`config.mk`:
```
export PLATFORM = sky130hd
export DESIGN_NAME = key_debounce_event_fifo_core_flat
export DESIGN_NICKNAME = d
export VERILOG_FILES = /design/src/design/kdef_pkg.sv /design/src/design/kdef_in_if.sv /design/src/design/kdef_out_if.sv /design/src/design/kdef_cfg_if.sv /design/src/design/kdef_key_unit.sv /design/src/design/kdef_event_fifo.sv /design/src/design/key_debounce_event_fifo_core.sv /design/src/flat_wrapper.sv
export SDC_FILE = /design/constraint.sdc
export NUM_CORES = 1
export LEC_CHECK = 0
export BUFFER_PORTS_ARGS = -buffer_cell sky130_fd_sc_hd__buf_2
export CAP_MARGIN = 0
export CORE_ASPECT_RATIO = 1.1
export CORE_MARGIN = 8
export CORE_UTILIZATION = 37
export CTS_CLUSTER_DIAMETER = 120
export DETAILED_ROUTE_END_ITERATION = 8
export PLACE_DENSITY = 0.64
export SYNTH_ARGS = -nofsm -noshare
export SYNTH_HDL_FRONTEND = slang
export SYNTH_SLANG_ARGS = --single-unit
```
`constraint.sdc`:
```
create_clock -name clk_i -period 6.9 [get_ports clk_i]
set_input_delay 1.38 -clock clk_i [delete_from_list [all_inputs] [get_ports clk_i]]
set_output_delay 1.38 -clock clk_i [all_outputs]
set_load 0.1 [all_outputs]
```
`src/design/kdef_pkg.sv`:
```
// ----------------------------------------------------------------------------
// kdef_pkg
// Shared types, codes and constant tables of the key debounce event block.
// ----------------------------------------------------------------------------
package kdef_pkg;

  localparam int CODE_W    = 5;
  localparam int MASK_W    = 6;
  localparam int PINS_W    = 4;
  localparam int KIDX_W    = 3;
  localparam int FILTER_W  = 7;
  localparam int LONG_W    = 16;
  localparam int REPEAT_W  = 8;
  localparam int COUNT_W   = 8;
  localparam int CFG_IDX_W = 2;
  localparam int CFG_DAT_W = 16;

  localparam logic [FILTER_W-1:0] FILTER_RESET = 7'd5;
  localparam logic [LONG_W-1:0]   LONG_RESET   = 16'd100;
  localparam logic [REPEAT_W-1:0] REPEAT_RESET = 8'd0;
  // debounce counters start at half the reset filter length
  localparam logic [COUNT_W-1:0]  COUNT_RESET  = COUNT_W'(FILTER_RESET / 2);

  typedef enum logic [1:0] {
    CMD_SCAN    = 2'd0,
    CMD_POP_ONE = 2'd1,
    CMD_POP_TWO = 2'd2,
    CMD_CLR_ONE = 2'd3
  } cmd_e;

  typedef enum logic [CFG_IDX_W-1:0] {
    CFG_FILTER = 2'd0,
    CFG_LONG   = 2'd1,
    CFG_REPEAT = 2'd2
  } cfg_idx_e;

  typedef enum logic [1:0] {
    EVT_DOWN = 2'd1,
    EVT_UP   = 2'd2,
    EVT_LONG = 2'd3
  } evt_e;

  typedef enum logic [3:0] {
    ST_IDLE  = 4'b0001,
    ST_SCAN  = 4'b0010,
    ST_PUSH2 = 4'b0100,
    ST_DONE  = 4'b1000
  } state_e;

  typedef struct packed {
    logic [COUNT_W-1:0]  cnt;
    logic                pressed;
    logic [LONG_W-1:0]   hold;
    logic [REPEAT_W-1:0] rpt;
  } key_state_t;

  typedef struct packed {
    key_state_t        state;
    logic              a_vld;
    logic [CODE_W-1:0] a_code;
    logic              b_vld;
    logic [CODE_W-1:0] b_code;
  } key_upd_t;

  typedef struct packed {
    logic              push;
    logic [CODE_W-1:0] push_code;
    logic              pop_one;
    logic              pop_two;
    logic              clear_one;
  } fifo_req_t;

  // pin levels {key2, key1, key0, wakeup} that select each virtual key
  function automatic logic [PINS_W-1:0] key_pattern(input logic [KIDX_W-1:0] k);
    logic [PINS_W-1:0] p;
    unique case (k)
      3'd0:    p = 4'h1;
      3'd1:    p = 4'h2;
      3'd2:    p = 4'h4;
      3'd3:    p = 4'h8;
      3'd4:    p = 4'h3;
      3'd5:    p = 4'h6;
      default: p = 4'h0;
    endcase
    return p;
  endfunction

  // code = 3*k + kind
  function automatic logic [CODE_W-1:0] event_code(input logic [KIDX_W-1:0] k,
                                                   input evt_e kind);
    logic [CODE_W-1:0] base;
    base = {1'b0, k, 1'b0} + {2'b00, k};
    return base + {3'b000, kind};
  endfunction

endpackage

```
`src/design/kdef_in_if.sv`:
```
// ----------------------------------------------------------------------------
// kdef_in_if
// Command channel: command code and the four pin levels.
// ----------------------------------------------------------------------------
interface kdef_in_if;
  logic                         valid;
  logic                         ready;
  logic [1:0]                   cmd;
  logic                         pin_wakeup;
  logic                         pin_key0;
  logic                         pin_key1;
  logic                         pin_key2;

  modport source (output valid, cmd, pin_wakeup, pin_key0, pin_key1, pin_key2,
                  input ready);
  modport sink   (input valid, cmd, pin_wakeup, pin_key0, pin_key1, pin_key2,
                  output ready);
endinterface

```
`src/design/kdef_out_if.sv`:
```
// ----------------------------------------------------------------------------
// kdef_out_if
// Result channel: popped event code and debounced pressed mask.
// ----------------------------------------------------------------------------
interface kdef_out_if;
  logic                       valid;
  logic                       ready;
  logic [kdef_pkg::CODE_W-1:0] key_code;
  logic [kdef_pkg::MASK_W-1:0] pressed_mask;

  modport source (output valid, key_code, pressed_mask, input ready);
  modport sink   (input valid, key_code, pressed_mask, output ready);
endinterface

```
`src/design/kdef_cfg_if.sv`:
```
// ----------------------------------------------------------------------------
// kdef_cfg_if
// Configuration write channel: register index and write data.
// ----------------------------------------------------------------------------
interface kdef_cfg_if;
  logic                          valid;
  logic                          ready;
  logic [kdef_pkg::CFG_IDX_W-1:0] index;
  logic [kdef_pkg::CFG_DAT_W-1:0] data;

  modport source (output valid, index, data, input ready);
  modport sink   (input valid, index, data, output ready);
endinterface

```
`src/design/kdef_key_unit.sv`:
```
// ----------------------------------------------------------------------------
// kdef_key_unit
// Shared key updater: decodes one virtual key, steps its debounce, hold and
// repeat counters and produces up to two event codes.
// ----------------------------------------------------------------------------
module kdef_key_unit (
  input  logic [kdef_pkg::KIDX_W-1:0]   key_idx_i,
  input  logic [kdef_pkg::PINS_W-1:0]   pins_i,
  input  logic [kdef_pkg::FILTER_W-1:0] filter_i,
  input  logic [kdef_pkg::LONG_W-1:0]   long_i,
  input  logic [kdef_pkg::REPEAT_W-1:0] repeat_i,
  input  kdef_pkg::key_state_t          state_i,
  output kdef_pkg::key_upd_t            upd_o
);

  logic                           active;
  logic [kdef_pkg::COUNT_W-1:0]   f_one;
  logic [kdef_pkg::COUNT_W-1:0]   f_two;
  logic [kdef_pkg::LONG_W-1:0]    hold_inc;
  logic [kdef_pkg::REPEAT_W-1:0]  rpt_inc;

  assign active   = (pins_i == kdef_pkg::key_pattern(key_idx_i));
  assign f_one    = {1'b0, filter_i};
  assign f_two    = {filter_i, 1'b0};
  assign hold_inc = state_i.hold + 1'b1;
  assign rpt_inc  = state_i.rpt + 1'b1;

  always_comb begin
    upd_o        = '0;
    upd_o.state  = state_i;
    upd_o.a_code = kdef_pkg::event_code(key_idx_i, kdef_pkg::EVT_DOWN);
    upd_o.b_code = kdef_pkg::event_code(key_idx_i, kdef_pkg::EVT_LONG);
    if (active) begin
      priority if (state_i.cnt < f_one) begin
        upd_o.state.cnt = f_one;
      end else if (state_i.cnt < f_two) begin
        upd_o.state.cnt = state_i.cnt + 1'b1;
      end else begin
        if (!state_i.pressed) begin
          upd_o.state.pressed = 1'b1;
          upd_o.a_vld         = 1'b1;
        end
        if (long_i != '0) begin
          if (state_i.hold < long_i) begin
            upd_o.state.hold = hold_inc;
            upd_o.b_vld      = (hold_inc == long_i);
          end else if (repeat_i != '0) begin
            // repeat re-issues the press code
            if (rpt_inc >= repeat_i) begin
              upd_o.state.rpt = '0;
              upd_o.b_vld     = 1'b1;
              upd_o.b_code    = kdef_pkg::event_code(key_idx_i, kdef_pkg::EVT_DOWN);
            end else begin
              upd_o.state.rpt = rpt_inc;
            end
          end
        end
      end
    end else begin
      priority if (state_i.cnt > f_one) begin
        upd_o.state.cnt = f_one;
      end else if (state_i.cnt != '0) begin
        upd_o.state.cnt = state_i.cnt - 1'b1;
      end else begin
        if (state_i.pressed) begin
          upd_o.state.pressed = 1'b0;
          upd_o.a_vld         = 1'b1;
          upd_o.a_code        = kdef_pkg::event_code(key_idx_i, kdef_pkg::EVT_UP);
        end
      end
      upd_o.state.hold = '0;
      upd_o.state.rpt  = '0;
    end
  end

endmodule

```
`src/design/kdef_event_fifo.sv`:
```
// ----------------------------------------------------------------------------
// kdef_event_fifo
// Event code store with one write pointer and two independent read pointers.
// Pushes never check for room; pops return zero when the reader is empty.
// ----------------------------------------------------------------------------
module kdef_event_fifo #(
  parameter int FIFO_DEPTH = 16
) (
  input  logic                        clk_i,
  input  logic                        rst_ni,
  input  kdef_pkg::fifo_req_t         req_i,
  output logic [kdef_pkg::CODE_W-1:0] rd_code_o
);

  localparam int PTR_W = $clog2(FIFO_DEPTH);

  logic [kdef_pkg::CODE_W-1:0] mem [FIFO_DEPTH];
  logic [kdef_pkg::CODE_W-1:0] rd_data_q;
  logic                        rd_empty_q;
  logic [PTR_W-1:0]            wr_ptr_q;
  logic [PTR_W-1:0]            rd_one_q;
  logic [PTR_W-1:0]            rd_two_q;
  logic [PTR_W-1:0]            rd_addr;
  logic                        pop;
  logic                        empty;

  function automatic logic [PTR_W-1:0] ptr_next(input logic [PTR_W-1:0] p);
    return (p == PTR_W'(FIFO_DEPTH - 1)) ? '0 : p + 1'b1;
  endfunction

  assign pop     = req_i.pop_one | req_i.pop_two;
  assign rd_addr = req_i.pop_one ? rd_one_q : rd_two_q;
  assign empty   = (rd_addr == wr_ptr_q);

  always_ff @(posedge clk_i) begin
    if (req_i.push) begin
      mem[wr_ptr_q] <= req_i.push_code;
    end
    if (pop) begin
      rd_data_q <= mem[rd_addr];
    end
  end

  always_ff @(posedge clk_i or negedge rst_ni) begin
    if (!rst_ni) begin
      wr_ptr_q   <= '0;
      rd_one_q   <= '0;
      rd_two_q   <= '0;
      rd_empty_q <= 1'b1;
    end else begin
      if (req_i.push) begin
        wr_ptr_q <= ptr_next(wr_ptr_q);
      end
      if (pop) begin
        rd_empty_q <= empty;
      end
      if (req_i.clear_one) begin
        rd_one_q <= wr_ptr_q;
      end else if (req_i.pop_one && !empty) begin
        rd_one_q <= ptr_next(rd_one_q);
      end
      if (req_i.pop_two && !empty) begin
        rd_two_q <= ptr_next(rd_two_q);
      end
    end
  end

  assign rd_code_o = rd_empty_q ? '0 : rd_data_q;

endmodule

```
`src/design/key_debounce_event_fifo_core.sv`:
```
// ----------------------------------------------------------------------------
// key_debounce_event_fifo_core
// Six virtual key debouncer with long-press and auto-repeat events, feeding
// an event store drained by two readers.
// ----------------------------------------------------------------------------
// timing: pop and clear results are loaded into the output reg in the done step,
// pops from the event store read register; scan ticks visit every key in turn,
// with a second push step for each key that pushes two codes, before the done step
// one key updater visits a key a cycle, save a second push step; one write port;
// a new command is taken while the previous result waits in the output reg
// reset: asynchronous, clears hold and repeat counters, flags and pointers, loads defaults.
module key_debounce_event_fifo_core #(
  parameter int FIFO_DEPTH = 16,
  parameter int NUM_KEYS   = 6
) (
  input logic          clk_i,
  input logic          rst_ni,
  kdef_in_if.sink      in_i,
  kdef_out_if.source   out_o,
  kdef_cfg_if.sink     cfg_i
);

  localparam int KEY_W = (NUM_KEYS > 1) ? $clog2(NUM_KEYS) : 1;

  kdef_pkg::state_e                 state_q, state_d;
  kdef_pkg::cmd_e                   cmd_q;
  kdef_pkg::cmd_e                   cmd_in;
  logic [kdef_pkg::PINS_W-1:0]      pins_q;
  logic [KEY_W-1:0]                 key_idx_q, key_idx_d;
  logic [kdef_pkg::CODE_W-1:0]      pend_q, pend_d;
  kdef_pkg::key_state_t             key_q [NUM_KEYS];
  kdef_pkg::key_upd_t               upd;
  kdef_pkg::fifo_req_t              fifo_req;
  logic [kdef_pkg::CODE_W-1:0]      fifo_code;
  logic                             key_we;
  logic                             out_load;
  logic                             in_xfer;
  logic [kdef_pkg::MASK_W-1:0]      mask;
  logic                             out_valid_q;
  logic [kdef_pkg::CODE_W-1:0]      out_code_q;
  logic [kdef_pkg::MASK_W-1:0]      out_mask_q;
  logic [kdef_pkg::FILTER_W-1:0]    filter_q;
  logic [kdef_pkg::LONG_W-1:0]      long_q;
  logic [kdef_pkg::REPEAT_W-1:0]    repeat_q;

  assign in_i.ready  = (state_q == kdef_pkg::ST_IDLE);
  assign in_xfer     = in_i.valid && in_i.ready;
  assign cmd_in      = kdef_pkg::cmd_e'(in_i.cmd);
  assign cfg_i.ready = 1'b1;

  // configuration registers
  always_ff @(posedge clk_i or negedge rst_ni) begin
    if (!rst_ni) begin
      filter_q <= kdef_pkg::FILTER_RESET;
      long_q   <= kdef_pkg::LONG_RESET;
      repeat_q <= kdef_pkg::REPEAT_RESET;
    end else if (cfg_i.valid) begin
      unique case (kdef_pkg::cfg_idx_e'(cfg_i.index))
        kdef_pkg::CFG_FILTER: filter_q <= cfg_i.data[kdef_pkg::FILTER_W-1:0];
        kdef_pkg::CFG_LONG:   long_q   <= cfg_i.data[kdef_pkg::LONG_W-1:0];
        kdef_pkg::CFG_REPEAT: repeat_q <= cfg_i.data[kdef_pkg::REPEAT_W-1:0];
        default: ;
      endcase
    end
  end

  kdef_key_unit u_key_unit (
    .key_idx_i (kdef_pkg::KIDX_W'(key_idx_q)),
    .pins_i    (pins_q),
    .filter_i  (filter_q),
    .long_i    (long_q),
    .repeat_i  (repeat_q),
    .state_i   (key_q[key_idx_q]),
    .upd_o     (upd)
  );

  kdef_event_fifo #(
    .FIFO_DEPTH (FIFO_DEPTH)
  ) u_event_fifo (
    .clk_i     (clk_i),
    .rst_ni    (rst_ni),
    .req_i     (fifo_req),
    .rd_code_o (fifo_code)
  );

  // sequencer
  always_comb begin
    state_d   = state_q;
    key_idx_d = key_idx_q;
    pend_d    = pend_q;
    fifo_req  = '0;
    key_we    = 1'b0;
    out_load  = 1'b0;
    unique case (state_q)
      kdef_pkg::ST_IDLE: begin
        if (in_xfer) begin
          unique case (cmd_in)
            kdef_pkg::CMD_SCAN: begin
              key_idx_d = '0;
              state_d   = kdef_pkg::ST_SCAN;
            end
            kdef_pkg::CMD_POP_ONE: begin
              fifo_req.pop_one = 1'b1;
              state_d          = kdef_pkg::ST_DONE;
            end
            kdef_pkg::CMD_POP_TWO: begin
              fifo_req.pop_two = 1'b1;
              state_d          = kdef_pkg::ST_DONE;
            end
            kdef_pkg::CMD_CLR_ONE: begin
              fifo_req.clear_one = 1'b1;
              state_d            = kdef_pkg::ST_DONE;
            end
            default: state_d = kdef_pkg::ST_DONE;
          endcase
        end
      end
      kdef_pkg::ST_SCAN: begin
        key_we             = 1'b1;
        fifo_req.push      = upd.a_vld | upd.b_vld;
        fifo_req.push_code = upd.a_vld ? upd.a_code : upd.b_code;
        if (upd.a_vld && upd.b_vld) begin
          // second code of this key goes out next cycle
          pend_d  = upd.b_code;
          state_d = kdef_pkg::ST_PUSH2;
        end else if (key_idx_q == KEY_W'(NUM_KEYS - 1)) begin
          state_d = kdef_pkg::ST_DONE;
        end else begin
          key_idx_d = key_idx_q + 1'b1;
        end
      end
      kdef_pkg::ST_PUSH2: begin
        fifo_req.push      = 1'b1;
        fifo_req.push_code = pend_q;
        if (key_idx_q == KEY_W'(NUM_KEYS - 1)) begin
          state_d = kdef_pkg::ST_DONE;
        end else begin
          key_idx_d = key_idx_q + 1'b1;
          state_d   = kdef_pkg::ST_SCAN;
        end
      end
      kdef_pkg::ST_DONE: begin
        if (!out_valid_q || out_o.ready) begin
          out_load = 1'b1;
          state_d  = kdef_pkg::ST_IDLE;
        end
      end
      default: state_d = kdef_pkg::ST_IDLE;
    endcase
  end

  always_ff @(posedge clk_i or negedge rst_ni) begin
    if (!rst_ni) begin
      state_q   <= kdef_pkg::ST_IDLE;
      key_idx_q <= '0;
    end else begin
      state_q   <= state_d;
      key_idx_q <= key_idx_d;
    end
  end

  always_ff @(posedge clk_i) begin
    pend_q <= pend_d;
    if (in_xfer) begin
      cmd_q  <= cmd_in;
      pins_q <= {in_i.pin_key2, in_i.pin_key1, in_i.pin_key0, in_i.pin_wakeup};
    end
  end

  // per-key state
  always_ff @(posedge clk_i or negedge rst_ni) begin
    if (!rst_ni) begin
      for (int k = 0; k < NUM_KEYS; k++) begin
        key_q[k].cnt     <= kdef_pkg::COUNT_RESET;
        key_q[k].pressed <= 1'b0;
        key_q[k].hold    <= '0;
        key_q[k].rpt     <= '0;
      end
    end else if (key_we) begin
      key_q[key_idx_q] <= upd.state;
    end
  end

  for (genvar g = 0; g < kdef_pkg::MASK_W; g++) begin : g_mask
    if (g < NUM_KEYS) begin : g_key
      assign mask[g] = key_q[g].pressed;
    end else begin : g_none
      assign mask[g] = 1'b0;
    end
  end

  // output register
  always_ff @(posedge clk_i or negedge rst_ni) begin
    if (!rst_ni) begin
      out_valid_q <= 1'b0;
    end else if (out_load) begin
      out_valid_q <= 1'b1;
    end else if (out_o.ready) begin
      out_valid_q <= 1'b0;
    end
  end

  always_ff @(posedge clk_i) begin
    if (out_load) begin
      out_code_q <= (cmd_q == kdef_pkg::CMD_POP_ONE || cmd_q == kdef_pkg::CMD_POP_TWO)
                    ? fifo_code : '0;
      out_mask_q <= mask;
    end
  end

  assign out_o.valid        = out_valid_q;
  assign out_o.key_code     = out_code_q;
  assign out_o.pressed_mask = out_mask_q;

  // a result only appears after the sequencer finished its command
  a_out_from_done: assert property (@(posedge clk_i) disable iff (!rst_ni)
    $rose(out_valid_q) |-> $past(state_q == kdef_pkg::ST_DONE))
    else $error("result raised outside the done step");

  // second push of a key always follows that key's update
  a_push2_after_scan: assert property (@(posedge clk_i) disable iff (!rst_ni)
    state_q == kdef_pkg::ST_PUSH2 |-> $past(state_q == kdef_pkg::ST_SCAN) &&
                                      $stable(key_idx_q))
    else $error("second push not tied to the key just updated");

  // key index stays within the configured key count while scanning
  a_key_range: assert property (@(posedge clk_i) disable iff (!rst_ni)
    (state_q == kdef_pkg::ST_SCAN || state_q == kdef_pkg::ST_PUSH2) |->
      key_idx_q <= KEY_W'(NUM_KEYS - 1))
    else $error("key index out of range");

endmodule

```
`src/flat_wrapper.sv`:
```
// flat-port wrapper written by rule: the top's interface ports become plain ports
module key_debounce_event_fifo_core_flat 
#(
  parameter int FIFO_DEPTH = 16,
  parameter int NUM_KEYS   = 6
)
  (clk_i, rst_ni, in_i_valid, in_i_cmd, in_i_pin_wakeup, in_i_pin_key0, in_i_pin_key1, in_i_pin_key2, in_i_ready, out_o_valid, out_o_key_code, out_o_pressed_mask, out_o_ready, cfg_i_valid, cfg_i_index, cfg_i_data, cfg_i_ready);
  kdef_in_if in_i_i ();
  kdef_out_if out_o_i ();
  kdef_cfg_if cfg_i_i ();
  input logic clk_i;
  input logic rst_ni;
  input wire logic [$bits(in_i_i.valid)-1:0] in_i_valid;
  input wire logic [$bits(in_i_i.cmd)-1:0] in_i_cmd;
  input wire logic [$bits(in_i_i.pin_wakeup)-1:0] in_i_pin_wakeup;
  input wire logic [$bits(in_i_i.pin_key0)-1:0] in_i_pin_key0;
  input wire logic [$bits(in_i_i.pin_key1)-1:0] in_i_pin_key1;
  input wire logic [$bits(in_i_i.pin_key2)-1:0] in_i_pin_key2;
  output wire logic [$bits(in_i_i.ready)-1:0] in_i_ready;
  output wire logic [$bits(out_o_i.valid)-1:0] out_o_valid;
  output wire logic [$bits(out_o_i.key_code)-1:0] out_o_key_code;
  output wire logic [$bits(out_o_i.pressed_mask)-1:0] out_o_pressed_mask;
  input wire logic [$bits(out_o_i.ready)-1:0] out_o_ready;
  input wire logic [$bits(cfg_i_i.valid)-1:0] cfg_i_valid;
  input wire logic [$bits(cfg_i_i.index)-1:0] cfg_i_index;
  input wire logic [$bits(cfg_i_i.data)-1:0] cfg_i_data;
  output wire logic [$bits(cfg_i_i.ready)-1:0] cfg_i_ready;
  assign in_i_i.valid = in_i_valid;
  assign in_i_i.cmd = in_i_cmd;
  assign in_i_i.pin_wakeup = in_i_pin_wakeup;
  assign in_i_i.pin_key0 = in_i_pin_key0;
  assign in_i_i.pin_key1 = in_i_pin_key1;
  assign in_i_i.pin_key2 = in_i_pin_key2;
  assign in_i_ready = in_i_i.ready;
  assign out_o_valid = out_o_i.valid;
  assign out_o_key_code = out_o_i.key_code;
  assign out_o_pressed_mask = out_o_i.pressed_mask;
  assign out_o_i.ready = out_o_ready;
  assign cfg_i_i.valid = cfg_i_valid;
  assign cfg_i_i.index = cfg_i_index;
  assign cfg_i_i.data = cfg_i_data;
  assign cfg_i_ready = cfg_i_i.ready;
  key_debounce_event_fifo_core #(.FIFO_DEPTH(FIFO_DEPTH), .NUM_KEYS(NUM_KEYS)) u_core (.clk_i(clk_i), .rst_ni(rst_ni), .in_i(in_i_i), .out_o(out_o_i), .cfg_i(cfg_i_i));
endmodule
```
==> summary.txt, run 1 <==
Worst setup path
  – Crit-path slowest cell: a222oi_1
  – Worst flop-to-flop path startpoint: u_core.key_idx_q[0]$_DFFE_PN0P_
  – Startpoint types: flop
  – Worst reg2reg path depth: 14
  – Reg-to-reg endpoint: u_core.u_event_fifo.mem[6][3]$_DFFE_PP_
  – Worst path bufs/invs: 1
  – Crit Path Category: flop to flop
  – CP Max Fanout: 27
  – Register-to-register setup slack: 0.91 ns
  – Slowest Stage Delay on Critical Path: 0.83 ns
  – Critical Path AT: 6.22 ns
  – CP Launch Point: u_core.key_idx_q[0]$_DFFE_PN0P_
  – Critical Path Sink Type: flop
  – Worst path depth: 14
  – CP Data Required Time: 7.13 ns
  – Worst-path cell chain: mux2_2, a222oi_1, inv_1, ha_1, nand2b_1, a211oi_1, nor4_1, a211oi_2, and3_1, nand3_1, a2111oi_4, nand4_2, a211o_1, nor2_1
  – Worst path top cell family by delay: compound AO/OA/AOI/OAI gates
  – Crit path capture: u_core.u_event_fifo.mem[6][3]$_DFFE_PP_

STA
  – Worst-margin pin slew: 1.02 ns
  – Setup Viol. Count Final: 0
  – Peak Freq: 167 MHz
  – Tcrit/Tclk final: 86.9%
  – Final worst slack: 0.907 ns
  – Slew Viols, Final: 0
  – Final Skew: 0.0392 ns
  – Worst slew margin: 29.8%
  – RSZ-0062 raised after global routing: false
  – Setup TNS: 0 ns
  – Min Clock Period, post-route: 5.99 ns
  – Final hold slack: 0.473 ns
  – Final hold violations: 0

Synth
  – Top-area cell type share of the netlist area: 32.0%
  – Post-Syn Nets: 1665
  – Most used DFF post-synth: dfrtp_1
  – Number of library cell types mapped by synthesis: 77
  – Number of synthesized flops with an enable pin: 107
  – Leading area contributor after synthesis: dfrtp_1
  – Sequential cell area fraction in the yosys report: 51.1%
  – Yosys reg bits: 357
  – Post-synth ARST share: 70.0%
  – Synthesized netlist cell count: 1576
  – Syn. warnings: 0
  – Synthesized area per cell: 11.8 um2
  – Mapped Area: 18600 um2
  – Largest cells by area after synthesis: dfrtp_1 (32%), edfxtp_1 (17%), mux2_2 (8.2%)

CTS
  – Worst skew pair latency: 0.58 ns
  – CTS H-tree lvls: 2
  – Post-CTS Setup Repair Bufs: 0
  – CTS Hold Bufs: 0
  – Clock sinks: 357
  – Reg clk slew, reported paths: 0.06 ns
  – CTS tree: done
  – Post-CTS sizing: 0
  – CTS buffer count: 40
  – Clock buffer depth: 3
  – Root buffer cell: clkbuf_16

Run status
  – Run status: finished clean

Floorplan
  – Initial core utilization: 37.2%
  – Row cnt: 86
  – Die area: 57600 um2
  – Die W: 230 um
  – Core area: 49800 um2
  – Die Height: 251 um
  – Boundary Pins: 43

Routing
  – Remaining antenna violation count after routing: 0
  – Wirelength per Cell: 20.6 um
  – Pre-antenna DRT Iters: 5
  – Vias per cell: 5.52
  – Via count: 12.8k
  – Iter 0 DRT Violations: 1065
  – Final WL: 47700 um
  – DRC viols: 0

Global routing
  – Pin count of the biggest net entering global routing: 92
  – GRT Total Usage: 16.4%
  – Vias in the first global route: 13.1k
  – Global-route wire length before repair: 75800 um
  – Total gr overflow: 0
  – Antenna violations before repair: 0

Place
  – Placed wire-length estimate: 32700 um
  – GPL Wtd Cong: 0.929
  – Place WS: 0.989 ns
  – Port Buffers: 41

Pwr
  – VDD IR max: 186 uV
  – Power per Cell Area: 295 nW/um2
  – Leak: 8.76 nW

Finish
  – Final net count: 1708
  – Fraction of layout instances using a drive strength above 1: 22.1%
  – Antenna Cells: 0
  – Layout area overhead: 12.7%
  – Most common cell after layout, fill and taps aside: dfrtp_1
  – Most frequent cells in the layout: dfrtp_1 (235), nand2_1 (177), mux2_2 (135), edfxtp_1 (107), o21ai_0 (86)
  – Fillers: 4610

Min path
  – Hold Path Class: flop to flop

Run
  – Number of max-cap violations: 0
==> worst min-delay path by stage <==
stage	startpoint	endpoint	slack, ns	cells past startpoint
5_1_grt	u_core.key_q[112]$_DFFE_PN0P_	u_core.key_q[112]$_DFFE_PN0P_	0.49	2
3_3_place_gp	u_core.key_q[83]$_DFFE_PN0P_	u_core.key_q[83]$_DFFE_PN0P_	0.45	2
2_1_floorplan	u_core.key_q[123]$_DFFE_PN0P_	u_core.out_o.pressed_mask[2]$_DFFE_PP_	0.44	0
6_report	u_core.key_q[193]$_DFFE_PN0P_	u_core.key_q[193]$_DFFE_PN0P_	0.47	2
4_1_cts	u_core.key_q[83]$_DFFE_PN0P_	u_core.key_q[83]$_DFFE_PN0P_	0.47	2
3_5_place_dp	u_core.key_q[83]$_DFFE_PN0P_	u_core.key_q[83]$_DFFE_PN0P_	0.46	2
==> report_power, final <==
group          total (mW)  leakage (nW)  switching (mW)  internal, mW
Clock                2.16         0.666           0.892          1.27
Sequential           2.43          4.38           0.136          2.30
Combinational        1.57          3.71            1.05         0.528
==> worst min-delay path: stages, from the launching register on <==
cell	delay, ns
dfrtp_1	0.33
nand2_1	0.05
o21ai_0	0.06
==> cell usage after synthesis (13+ instances only) <==
cell	n
dfrtp_1	237
nand2_1	180
mux2_2	135
edfxtp_1	107
o21ai_0	86
o31ai_1	80
inv_1	72
xnor2_1	60
a21oi_1	59
ha_1	59
clkbuf_1	58
nor2_1	58
mux2i_1	46
mux4_2	40
nand3_1	27
nor2b_1	18
a22oi_1	16
a31oi_1	14
dfstp_2	13
==> sequential cells by signal (all words and copies together), names as in the netlist <==
name                            flops
u_core.u_event_fifo.mem            80
u_core.repeat_q                     8
u_core.out_o.valid                  1
u_core.pins_q                       4
u_core.out_o.key_code               5
u_core.u_event_fifo.rd_data_q       5
u_core.key_q                      198
u_core.cmd_q                        2
u_core.long_q                      16
u_core.pend_q                       5
u_core.state_q                      4
u_core.key_idx_q                    3
u_core.u_event_fifo.rd_two_q        4
u_core.u_event_fifo.wr_ptr_q        4
u_core.out_o.pressed_mask           6
u_core.u_event_fifo.rd_empty_q      1
u_core.filter_q                     7
u_core.u_event_fifo.rd_one_q        4
==> layout make-up <==
class	count	area (um2)	share of cell area, %
Clock buffer	55	1130	5.39
Clock inverter	19	225	1.08
Inverter	73	274	1.31
Multi-Input combinational cell	1067	8460	40.5
Sequential cell	357	9490	45.4
Tap cell	660	826	3.95
Timing Repair Buffer	80	508	2.43
==> metrics by stage <==
step	util, %	std cells	cell area, um2	power [mW]
2_1_floorplan	-	1576	18600	3.60
3_3_place_gp	39.3	2237	19600	4.02
3_5_place_dp	39.3	2237	19600	4.04
4_1_cts	42.0	2311	20900	6.23
5_1_grt	42.0	2311	20900	6.46
6_report	42.0	2311	20900	6.17
==> metal layers <==
layer	share of wire, %	track usage (%)	vias up	routed length, um
met3	5.7	3.18	78	2730
met2	49	27.6	364	23100
met1	43	21.2	6417	20700
met4	2.3	4.99	0	1120
met5	0	0	-	0
li1	-	-	5901	-
==> cells by family after synthesis <==
kind of cell	Yosys count	share of synthesized area, %
mux	228	16.5
simple gates	380	9.81
compound gates	327	11.6
buf+inv	152	3.54
fa+ha+maj	60	4.09
other cells	1	0.0202
xor+xnor	71	3.35
flops	357	51.1
(Power assumes the default switching activity.)
==> inputs of run 2 (changes only) <==
--- a/config.mk
+++ b/config.mk
@@ -5,14 +5,14 @@
 export SDC_FILE = /design/constraint.sdc
 export NUM_CORES = 1
 export LEC_CHECK = 0
+export ABC_AREA = 1
 export BUFFER_PORTS_ARGS = -buffer_cell sky130_fd_sc_hd__buf_2
 export CAP_MARGIN = 0
 export CORE_ASPECT_RATIO = 1.1
 export CORE_MARGIN = 8
 export CORE_UTILIZATION = 37
-export CTS_CLUSTER_DIAMETER = 120
 export DETAILED_ROUTE_END_ITERATION = 8
-export PLACE_DENSITY = 0.64
+export PLACE_DENSITY = 0.66
 export SYNTH_ARGS = -nofsm -noshare
 export SYNTH_HDL_FRONTEND = slang
 export SYNTH_SLANG_ARGS = --single-unit
==> constraint.sdc (replaced) <==
create_clock -name clk_i -period 5 [get_ports clk_i]
set_input_delay 1 -clock clk_i [delete_from_list [all_inputs] [get_ports clk_i]]
set_output_delay 1 -clock clk_i [all_outputs]
set_load 0.1 [all_outputs]
==> run 2 against run 1 <==
  * Hold slack got worse by 0.0032 ns
  * Total power increased by 86%
  * Global-route usage increased by 0.41 points
  * Highest routed layer unchanged
==> summary.txt, run 2 <==
Run status
  – Run status: finished clean (unchanged)

Routing
  – Vias per cell: 5.17 (was 5.52)
  – Via count: 15.4k (was 12.8k)
  – Remaining antenna violation count after routing: 0 (unchanged)
  – Final WL: 49000 um (was 47700 um)
  – Pre-antenna DRT Iters: 5 (unchanged)
  – DRC viols: 0 (unchanged)
  – Wirelength per Cell: 16.4 um (was 20.6 um)
  – Iter 0 DRT Violations: 1215 (was 1065)

Finish
  – Max reg flops: 198 (unchanged)
  – Most flops, register: u_core.key_q (unchanged)
  – Finished Cell Area: 20900 um2 (about the same)
  – Fillers: 5026 (was 4610)
  – Fraction of layout instances using a drive strength above 1: 9.92% (was 22.1%)
  – Largest registers: u_core.key_q: 198 flops, u_core.u_event_fifo.mem: 80 flops, u_core.long_q: 16 flops (unchanged)
  – Final net count: 2390 (was 1708)
  – Most frequent cells in the layout: nand2_1 (582), o21ai_0 (322), nor2_1 (247), dfrtp_1 (236), inv_1 (191) (was dfrtp_1 (235), nand2_1 (177), mux2_2 (135), edfxtp_1 (107), o21ai_0 (86))
  – Antenna Cells: 0 (unchanged)
  – Most common cell after layout, fill and taps aside: nand2_1 (was dfrtp_1)
  – Layout area overhead: 11.7% (was 12.7%)

CTS
  – Post-CTS Setup Repair Bufs: 0 (unchanged)
  – CTS H-tree lvls: 2 (unchanged)
  – CTS tree: done (unchanged)
  – CTS buffer count: 40 (unchanged)
  – Clock sinks: 357 (unchanged)
  – CTS Hold Bufs: 0 (unchanged)
  – Root buffer cell: clkbuf_16 (unchanged)
  – Clock buffer depth: 3 (unchanged)
  – Worst skew pair latency: 0.56 ns (was 0.58 ns)
  – Reg clk slew, reported paths: 0.06 ns (about the same)

Floorplan
  – Die area: 57900 um2 (was 57600 um2)
  – Die Height: 252 um (was 251 um)
  – Row cnt: 86 (unchanged)
  – Initial core utilization: 37.3% (was 37.2%)
  – Core area: 50000 um2 (was 49800 um2)
  – Boundary Pins: 43 (unchanged)
  – Die W: 230 um (about the same)

Place
  – Post-DP Area: 19600 um2 (about the same)
  – Port Buffers: 41 (unchanged)
  – Placed wire-length estimate: 33200 um (was 32700 um)
  – GPL Wtd Cong: 0.942 (was 0.929)

Synth
  – Yosys reg bits: 357 (unchanged)
  – Synthesized area per cell: 8.20 um2 (was 11.8 um2)
  – Leading area contributor after synthesis: dfrtp_1 (unchanged)
  – Number of library cell types mapped by synthesis: 56 (was 77)
  – Most common cell in the netlist: nand2_1 (was dfrtp_1)
  – Post-synth ARST share: 70.0% (unchanged)
  – Top-area cell type share of the netlist area: 31.7% (was 32.0%)
  – Largest cells by area after synthesis: dfrtp_1 (32%), edfxtp_1 (17%), nand2_1 (12%) (was dfrtp_1 (32%), edfxtp_1 (17%), mux2_2 (8.2%))
  – Most used DFF post-synth: dfrtp_1 (unchanged)
  – Top cells by count, synth: nand2_1 (583), o21ai_0 (322), nor2_1 (250) (was dfrtp_1 (237), nand2_1 (180), mux2_2 (135))
  – Sequential cell area fraction in the yosys report: 50.8% (was 51.1%)
  – Number of synthesized flops with an enable pin: 107 (unchanged)
  – Mapped Area: 18700 um2 (was 18600 um2)
  – Syn. warnings: 0 (unchanged)
  – Synthesized netlist cell count: 2279 (was 1576)
  – Post-Syn Nets: 2368 (was 1665)

Pwr
  – Leak: 9.15 nW (was 8.76 nW)
  – Power per Cell Area: 550 nW/um2 (was 295 nW/um2)
  – VDD IR max: 404 uV (was 186 uV)

Min path
  – Cells on Worst Hold Path: 2 (unchanged)
  – Min-delay src: u_core.key_q[191]$_DFFE_PN1P_ (was u_core.key_q[193]$_DFFE_PN0P_)
  – Worst Hold End: u_core.key_q[191]$_DFFE_PN1P_ (was u_core.key_q[193]$_DFFE_PN0P_)
  – Hold Path Class: flop to flop (unchanged)

Global routing
  – Global-route wire length before repair: 80400 um (was 75800 um)
  – Total gr overflow: 0 (unchanged)
  – Antenna violations before repair: 0 (unchanged)
  – GRT Total Usage: 16.8% (was 16.4%)
  – Pin count of the biggest net entering global routing: 115 (was 92)
  – Vias in the first global route: 15.0k (was 13.1k)

STA
  – Setup TNS: 0 ns (unchanged)
  – Slew Viols, Final: 0 (unchanged)
  – Setup Viol. Count Final: 0 (unchanged)
  – Peak Freq: 224 MHz (was 167 MHz)
  – Worst slew margin: 20.2% (was 29.8%)
  – Final hold violations: 0 (unchanged)
  – Min Clock Period, post-route: 4.47 ns (was 5.99 ns)
  – Tcrit/Tclk final: 89.4% (was 86.9%)
  – Final Skew: 0.0250 ns (was 0.0392 ns)
  – RSZ-0062 raised after global routing: false (unchanged)
  – Worst-margin pin slew: 1.20 ns (was 1.02 ns)

Worst setup path
  – Critical Path AT: 4.68 ns (was 6.22 ns)
  – CP Launch Point: u_core.key_idx_q[1]$_DFFE_PN0P_ (was u_core.key_idx_q[0]$_DFFE_PN0P_)
  – Reg-to-reg endpoint: u_core.u_event_fifo.mem[3][4]$_DFFE_PP_ (was u_core.u_event_fifo.mem[6][3]$_DFFE_PP_)
  – CP Data Required Time: 5.21 ns (was 7.13 ns)
  – Crit Path Category: flop to flop (unchanged)
  – Register-to-register setup slack: 0.53 ns (was 0.91 ns)
  – CP Max Fanout: 19 (was 27)
  – Worst reg2reg path depth: 20 (was 14)
  – Worst flop-to-flop path startpoint: u_core.key_idx_q[1]$_DFFE_PN0P_ (was u_core.key_idx_q[0]$_DFFE_PN0P_)
  – Critical Path Sink Type: flop (unchanged)
  – Startpoint types: flop (unchanged)

Run
  – Number of max-cap violations: 0 (unchanged)
[run 2: cell families after synthesis]
logic type | after synthesis | share of synthesized area (%)
and+or+nand+nor | 1001 | 21.9
xor gates and xnor gates | 31 | 1.45
DFF | 357 | 50.8
other | 1 | 0.0201
AOI/OAI and AO/OA | 516 | 15.0
adders and majority gates | 60 | 4.06
buffers and inverters | 313 | 6.87
[run 2: stage by stage]
step / std cells / power [mW] / utilization (%) / hold WS (ns) / setup WS [ns]
3_3_place_gp: 2919 / 8.55 / 39.1 / 0.458 / 0.552
2_1_floorplan: 2279 / 7.21 / - / 0.439 / 0.201
4_1_cts: 2989 / 11.5 / 41.7 / 0.470 / 0.419
5_1_grt: 2989 / 12.3 / 41.7 / 0.479 / 0.0226
6_report: 2989 / 11.5 / 41.7 / 0.470 / 0.528
3_5_place_dp: 2919 / 8.63 / 39.1 / 0.458 / 0.420
[run 2: worst max-delay path by stage]
stage	to	slack (ns)	cells past startpoint
final	u_core.u_event_fifo.mem[3][4]$_DFFE_PP_	0.53	20
after global routing	u_core.u_event_fifo.mem[9][4]$_DFFE_PP_	0.02	21
after CTS	u_core.u_event_fifo.mem[8][0]$_DFFE_PP_	0.42	20
after detailed placement	u_core.u_event_fifo.mem[8][0]$_DFFE_PP_	0.42	20
after global placement	u_core.u_event_fifo.mem[1][0]$_DFFE_PP_	0.55	20
after floorplan	u_core.u_event_fifo.mem[0][1]$_DFFE_PP_	0.20	22
[run 2: routing by layer]
metal | wire, um | vias to the layer above | GRT usage, %
met5 | 0 | - | 0
met4 | 900 | 0 | 4.33
met3 | 2470 | 69 | 2.73
li1 | - | 7577 | -
met2 | 23200 | 420 | 27.6
met1 | 22500 | 7378 | 23.0
[run 2: critical path, cell delays in order (launching register included)]
cell      delay (ns)
dfrtp_1         0.40
inv_4           0.21
nand2_1         0.12
inv_2           0.28
o21ai_0         0.16
o21ai_1         0.23
nand2_1         0.10
nor2_1          0.11
nand2_1         0.10
nor4_1          0.28
xor2_1          0.18
inv_1           0.07
ha_1            0.29
nand2_1         0.08
nor4_1          0.30
a211oi_1        0.11
nor2_1          0.16
nand2_2         0.18
nand4_2         0.21
nand2_4         0.20
nor2_2          0.35
[run 2: what timing repair did]
action | 4_1_cts | 5_1_grt
setup endpoints to repair | 0 | 31
endpoints found under the hold margin | 0 | 0
gates resized for setup | 0 | 4
[run 2: final cells by class]
| cell class | count | area [um2] | area share [%] |
|---|---|---|---|
| well taps | 660 | 826 | 3.96 |
| repair buffers | 78 | 543 | 2.60 |
| clock buffers | 54 | 1190 | 5.69 |
| multi-input cells | 1609 | 7930 | 38.0 |
| inverters | 215 | 810 | 3.88 |
| clock inverters | 16 | 88.8 | 0.426 |
| flip-flops and latches | 357 | 9490 | 45.5 |
[run 2: power breakdown]
group / internal (mW) / switching, mW / leakage [nW]
combinational: 1.52 / 3.60 / 4.22
sequential: 3.33 / 0.177 / 4.30
clock: 1.67 / 1.20 / 0.632
==> inputs of run 3 (changes only) <==
--- a/config.mk
+++ b/config.mk
@@ -9,7 +9,7 @@
 export BUFFER_PORTS_ARGS = -buffer_cell sky130_fd_sc_hd__buf_2
 export CAP_MARGIN = 0
 export CORE_ASPECT_RATIO = 1.1
-export CORE_MARGIN = 8
+export CORE_MARGIN = 2
 export CORE_UTILIZATION = 37
 export DETAILED_ROUTE_END_ITERATION = 8
 export PLACE_DENSITY = 0.66
==> run 3 against run 2 <==
  * Worst setup slack got worse by 0.16 ns
  * Clock power rose by 8.4%
  * Sequential share of layout area fell by 0.13 points
  * Register-to-register slack worse by 0.16 ns
  * Combinational power down 0.8%
  * Final cell count fell by 0.10%
  * Core utilization increased by 0.12 points
  * Critical path depth down 2
==> summary.txt, run 3 (synthesis gave the netlist of run 2 again) <==
Finish
  – Most flops, register: u_core.key_q (unchanged)
  – Most frequent cells in the layout: nand2_1 (583), o21ai_0 (322), nor2_1 (250), dfrtp_1 (236), inv_1 (191) (was nand2_1 (582), o21ai_0 (322), nor2_1 (247), dfrtp_1 (236), inv_1 (191))
  – Fraction of layout instances using a drive strength above 1: 9.50% (was 9.92%)
  – Max reg flops: 198 (unchanged)
  – Antenna Cells: 0 (unchanged)
  – Final net count: 2383 (was 2390)
  – Finished Cell Area: 20900 um2 (about the same)
  – Layout area overhead: 12.1% (was 11.7%)
  – Largest registers: u_core.key_q: 198 flops, u_core.u_event_fifo.mem: 80 flops, u_core.long_q: 16 flops (unchanged)
  – Most common cell after layout, fill and taps aside: nand2_1 (unchanged)

Floorplan
  – Row cnt: 86 (unchanged)
  – Boundary Pins: 43 (unchanged)
  – Core area: 50000 um2 (unchanged)
  – Initial core utilization: 37.3% (unchanged)
  – Die Height: 240 um (was 252 um)
  – Die area: 52300 um2 (was 57900 um2)
  – Die W: 218 um (was 230 um)

Worst setup path
  – Critical Path AT: 4.83 ns (was 4.68 ns)
  – Crit Path Category: flop to flop (unchanged)
  – Worst reg2reg path depth: 18 (was 20)
  – CP Max Fanout: 19 (unchanged)
  – Crit path capture: u_core.u_event_fifo.mem[8][1]$_DFFE_PP_ (was u_core.u_event_fifo.mem[3][4]$_DFFE_PP_)
  – Worst flop-to-flop path startpoint: u_core.key_idx_q[1]$_DFFE_PN0P_ (unchanged)
  – Startpoint types: flop (unchanged)
  – Reg-to-reg endpoint: u_core.u_event_fifo.mem[8][1]$_DFFE_PP_ (was u_core.u_event_fifo.mem[3][4]$_DFFE_PP_)
  – CP Launch Point: u_core.key_idx_q[1]$_DFFE_PN0P_ (unchanged)
  – Register-to-register setup slack: 0.37 ns (was 0.53 ns)
  – CP Data Required Time: 5.19 ns (was 5.21 ns)
  – Critical Path Sink Type: flop (unchanged)

STA
  – Worst slew margin: 23.0% (was 20.2%)
  – Final Skew: 0.0279 ns (was 0.0250 ns)
  – RSZ-0062 raised after global routing: false (unchanged)
  – Peak Freq: 216 MHz (was 224 MHz)
  – Min Clock Period, post-route: 4.63 ns (was 4.47 ns)
  – Tcrit/Tclk final: 92.7% (was 89.4%)
  – Setup TNS: 0 ns (unchanged)
  – Setup Viol. Count Final: 0 (unchanged)
  – Slew Viols, Final: 0 (unchanged)
  – Final hold violations: 0 (unchanged)
  – Worst-margin pin slew: 1.16 ns (was 1.20 ns)
  – Final hold slack: 0.452 ns (was 0.470 ns)

CTS
  – CTS H-tree lvls: 2 (unchanged)
  – CTS Hold Bufs: 0 (unchanged)
  – CTS tree: done (unchanged)
  – Clock sinks: 357 (unchanged)
  – Worst skew pair latency: 0.57 ns (was 0.56 ns)
  – Clock buffer depth: 3 (unchanged)
  – Post-CTS sizing: 0 (unchanged)
  – Post-CTS Setup Repair Bufs: 0 (unchanged)
  – CTS buffer count: 40 (unchanged)
  – Root buffer cell: clkbuf_16 (unchanged)
  – Reg clk slew, reported paths: 0.06 ns (about the same)

Routing
  – DRC viols: 0 (unchanged)
  – Iter 0 DRT Violations: 1277 (was 1215)
  – Vias per cell: 5.17 (about the same)
  – Wirelength per Cell: 16.4 um (about the same)
  – Final WL: 48800 um (was 49000 um)
  – Remaining antenna violation count after routing: 0 (unchanged)
  – Via count: 15.4k (about the same)
  – Pre-antenna DRT Iters: 5 (unchanged)

Global routing
  – Global-route wire length before repair: 79400 um (was 80400 um)
  – Vias in the first global route: 14.9k (was 15.0k)
  – Antenna violations before repair: 0 (unchanged)
  – GRT Total Usage: 19.0% (was 16.8%)
  – Total gr overflow: 0 (unchanged)
  – Pin count of the biggest net entering global routing: 115 (unchanged)

Pwr
  – Final Power: 11.7 mW (was 11.5 mW)
  – VDD IR max: 326 uV (was 404 uV)
  – Power per Cell Area: 558 nW/um2 (was 550 nW/um2)
  – Leak: 9.17 nW (was 9.15 nW)

Place
  – Post-DP Area: 19500 um2 (was 19600 um2)
  – Placed wire-length estimate: 32500 um (was 33200 um)
  – GPL Wtd Cong: 0.929 (was 0.942)
  – Port Buffers: 41 (unchanged)

Min path
  – Hold Path Class: input pin to asynchronous set/reset pin (was flop to flop)

Run status
  – Run status: finished clean (unchanged)

Run
  – Number of max-cap violations: 0 (unchanged)
## run 3: layout make-up
| class | count | area, um2 |
|---|---|---|
| clock buffer | 59 | 1180 |
| tap | 660 | 826 |
| multi-input combinational | 1609 | 7920 |
| inverter | 215 | 810 |
| timing repair buffer | 71 | 494 |
| sequential | 357 | 9490 |
| fill | 4940 | 29100 |
| clock inverter | 15 | 211 |
## run 3: worst min path at each step
stage | startpoint | slack, ns | cells past startpoint | end
2_1_floorplan | u_core.key_q[57]$_DFFE_PN0P_ | 0.44 | 0 | u_core.out_o.pressed_mask[4]$_DFFE_PP_
3_3_place_gp | u_core.key_q[125]$_DFFE_PN1P_ | 0.46 | 2 | u_core.key_q[125]$_DFFE_PN1P_
5_1_grt | u_core.key_q[26]$_DFFE_PN1P_ | 0.49 | 2 | u_core.key_q[26]$_DFFE_PN1P_
3_5_place_dp | u_core.key_q[191]$_DFFE_PN1P_ | 0.46 | 2 | u_core.key_q[191]$_DFFE_PN1P_
6_report | rst_ni | 0.45 | 1 | u_core.key_q[100]$_DFFE_PN0P_
4_1_cts | u_core.key_q[191]$_DFFE_PN1P_ | 0.47 | 2 | u_core.key_q[191]$_DFFE_PN1P_
## run 3: through the flow
stage / setup WS [ns] / util [%] / std cells
3_5_place_dp: 0.387 / 39.0 / 2912
6_report: 0.367 / 41.8 / 2986
5_1_grt: 0.000995 / 41.8 / 2986
2_1_floorplan: 0.201 / - / 2279
4_1_cts: 0.378 / 41.8 / 2986
3_3_place_gp: 0.503 / 39.0 / 2912
## run 3: worst max-delay path: stages, from the launching register on
cell	delay [ns]
dfrtp_1	0.41
inv_4	0.21
nand2_1	0.12
inv_2	0.32
o21ai_0	0.16
o21ai_1	0.58
ha_1	0.21
nand2_1	0.06
nor2_1	0.12
nand2_1	0.06
nand2_1	0.24
nand2_1	0.08
nor2_1	0.33
nand2_1	0.10
nor2_1	0.12
nand3_1	0.27
nand4_2	0.24
nand2_4	0.18
nor2_1	0.44
## run 3: layer usage
layer  GRT usage [%]  wire length [um]
met3            3.17              2870
met5               0                 0
met4            4.95               931
met1            25.7             22000
met2            31.4             23100
## run 3: where the power goes
part           switching (mW)  leakage (nW)  total, mW  internal [mW]
sequential              0.176          4.30       3.50           3.33
clock                    1.20         0.681       3.10           1.90
combinational            3.57          4.19       5.08           1.50
total                    4.95          9.17       11.7           6.74
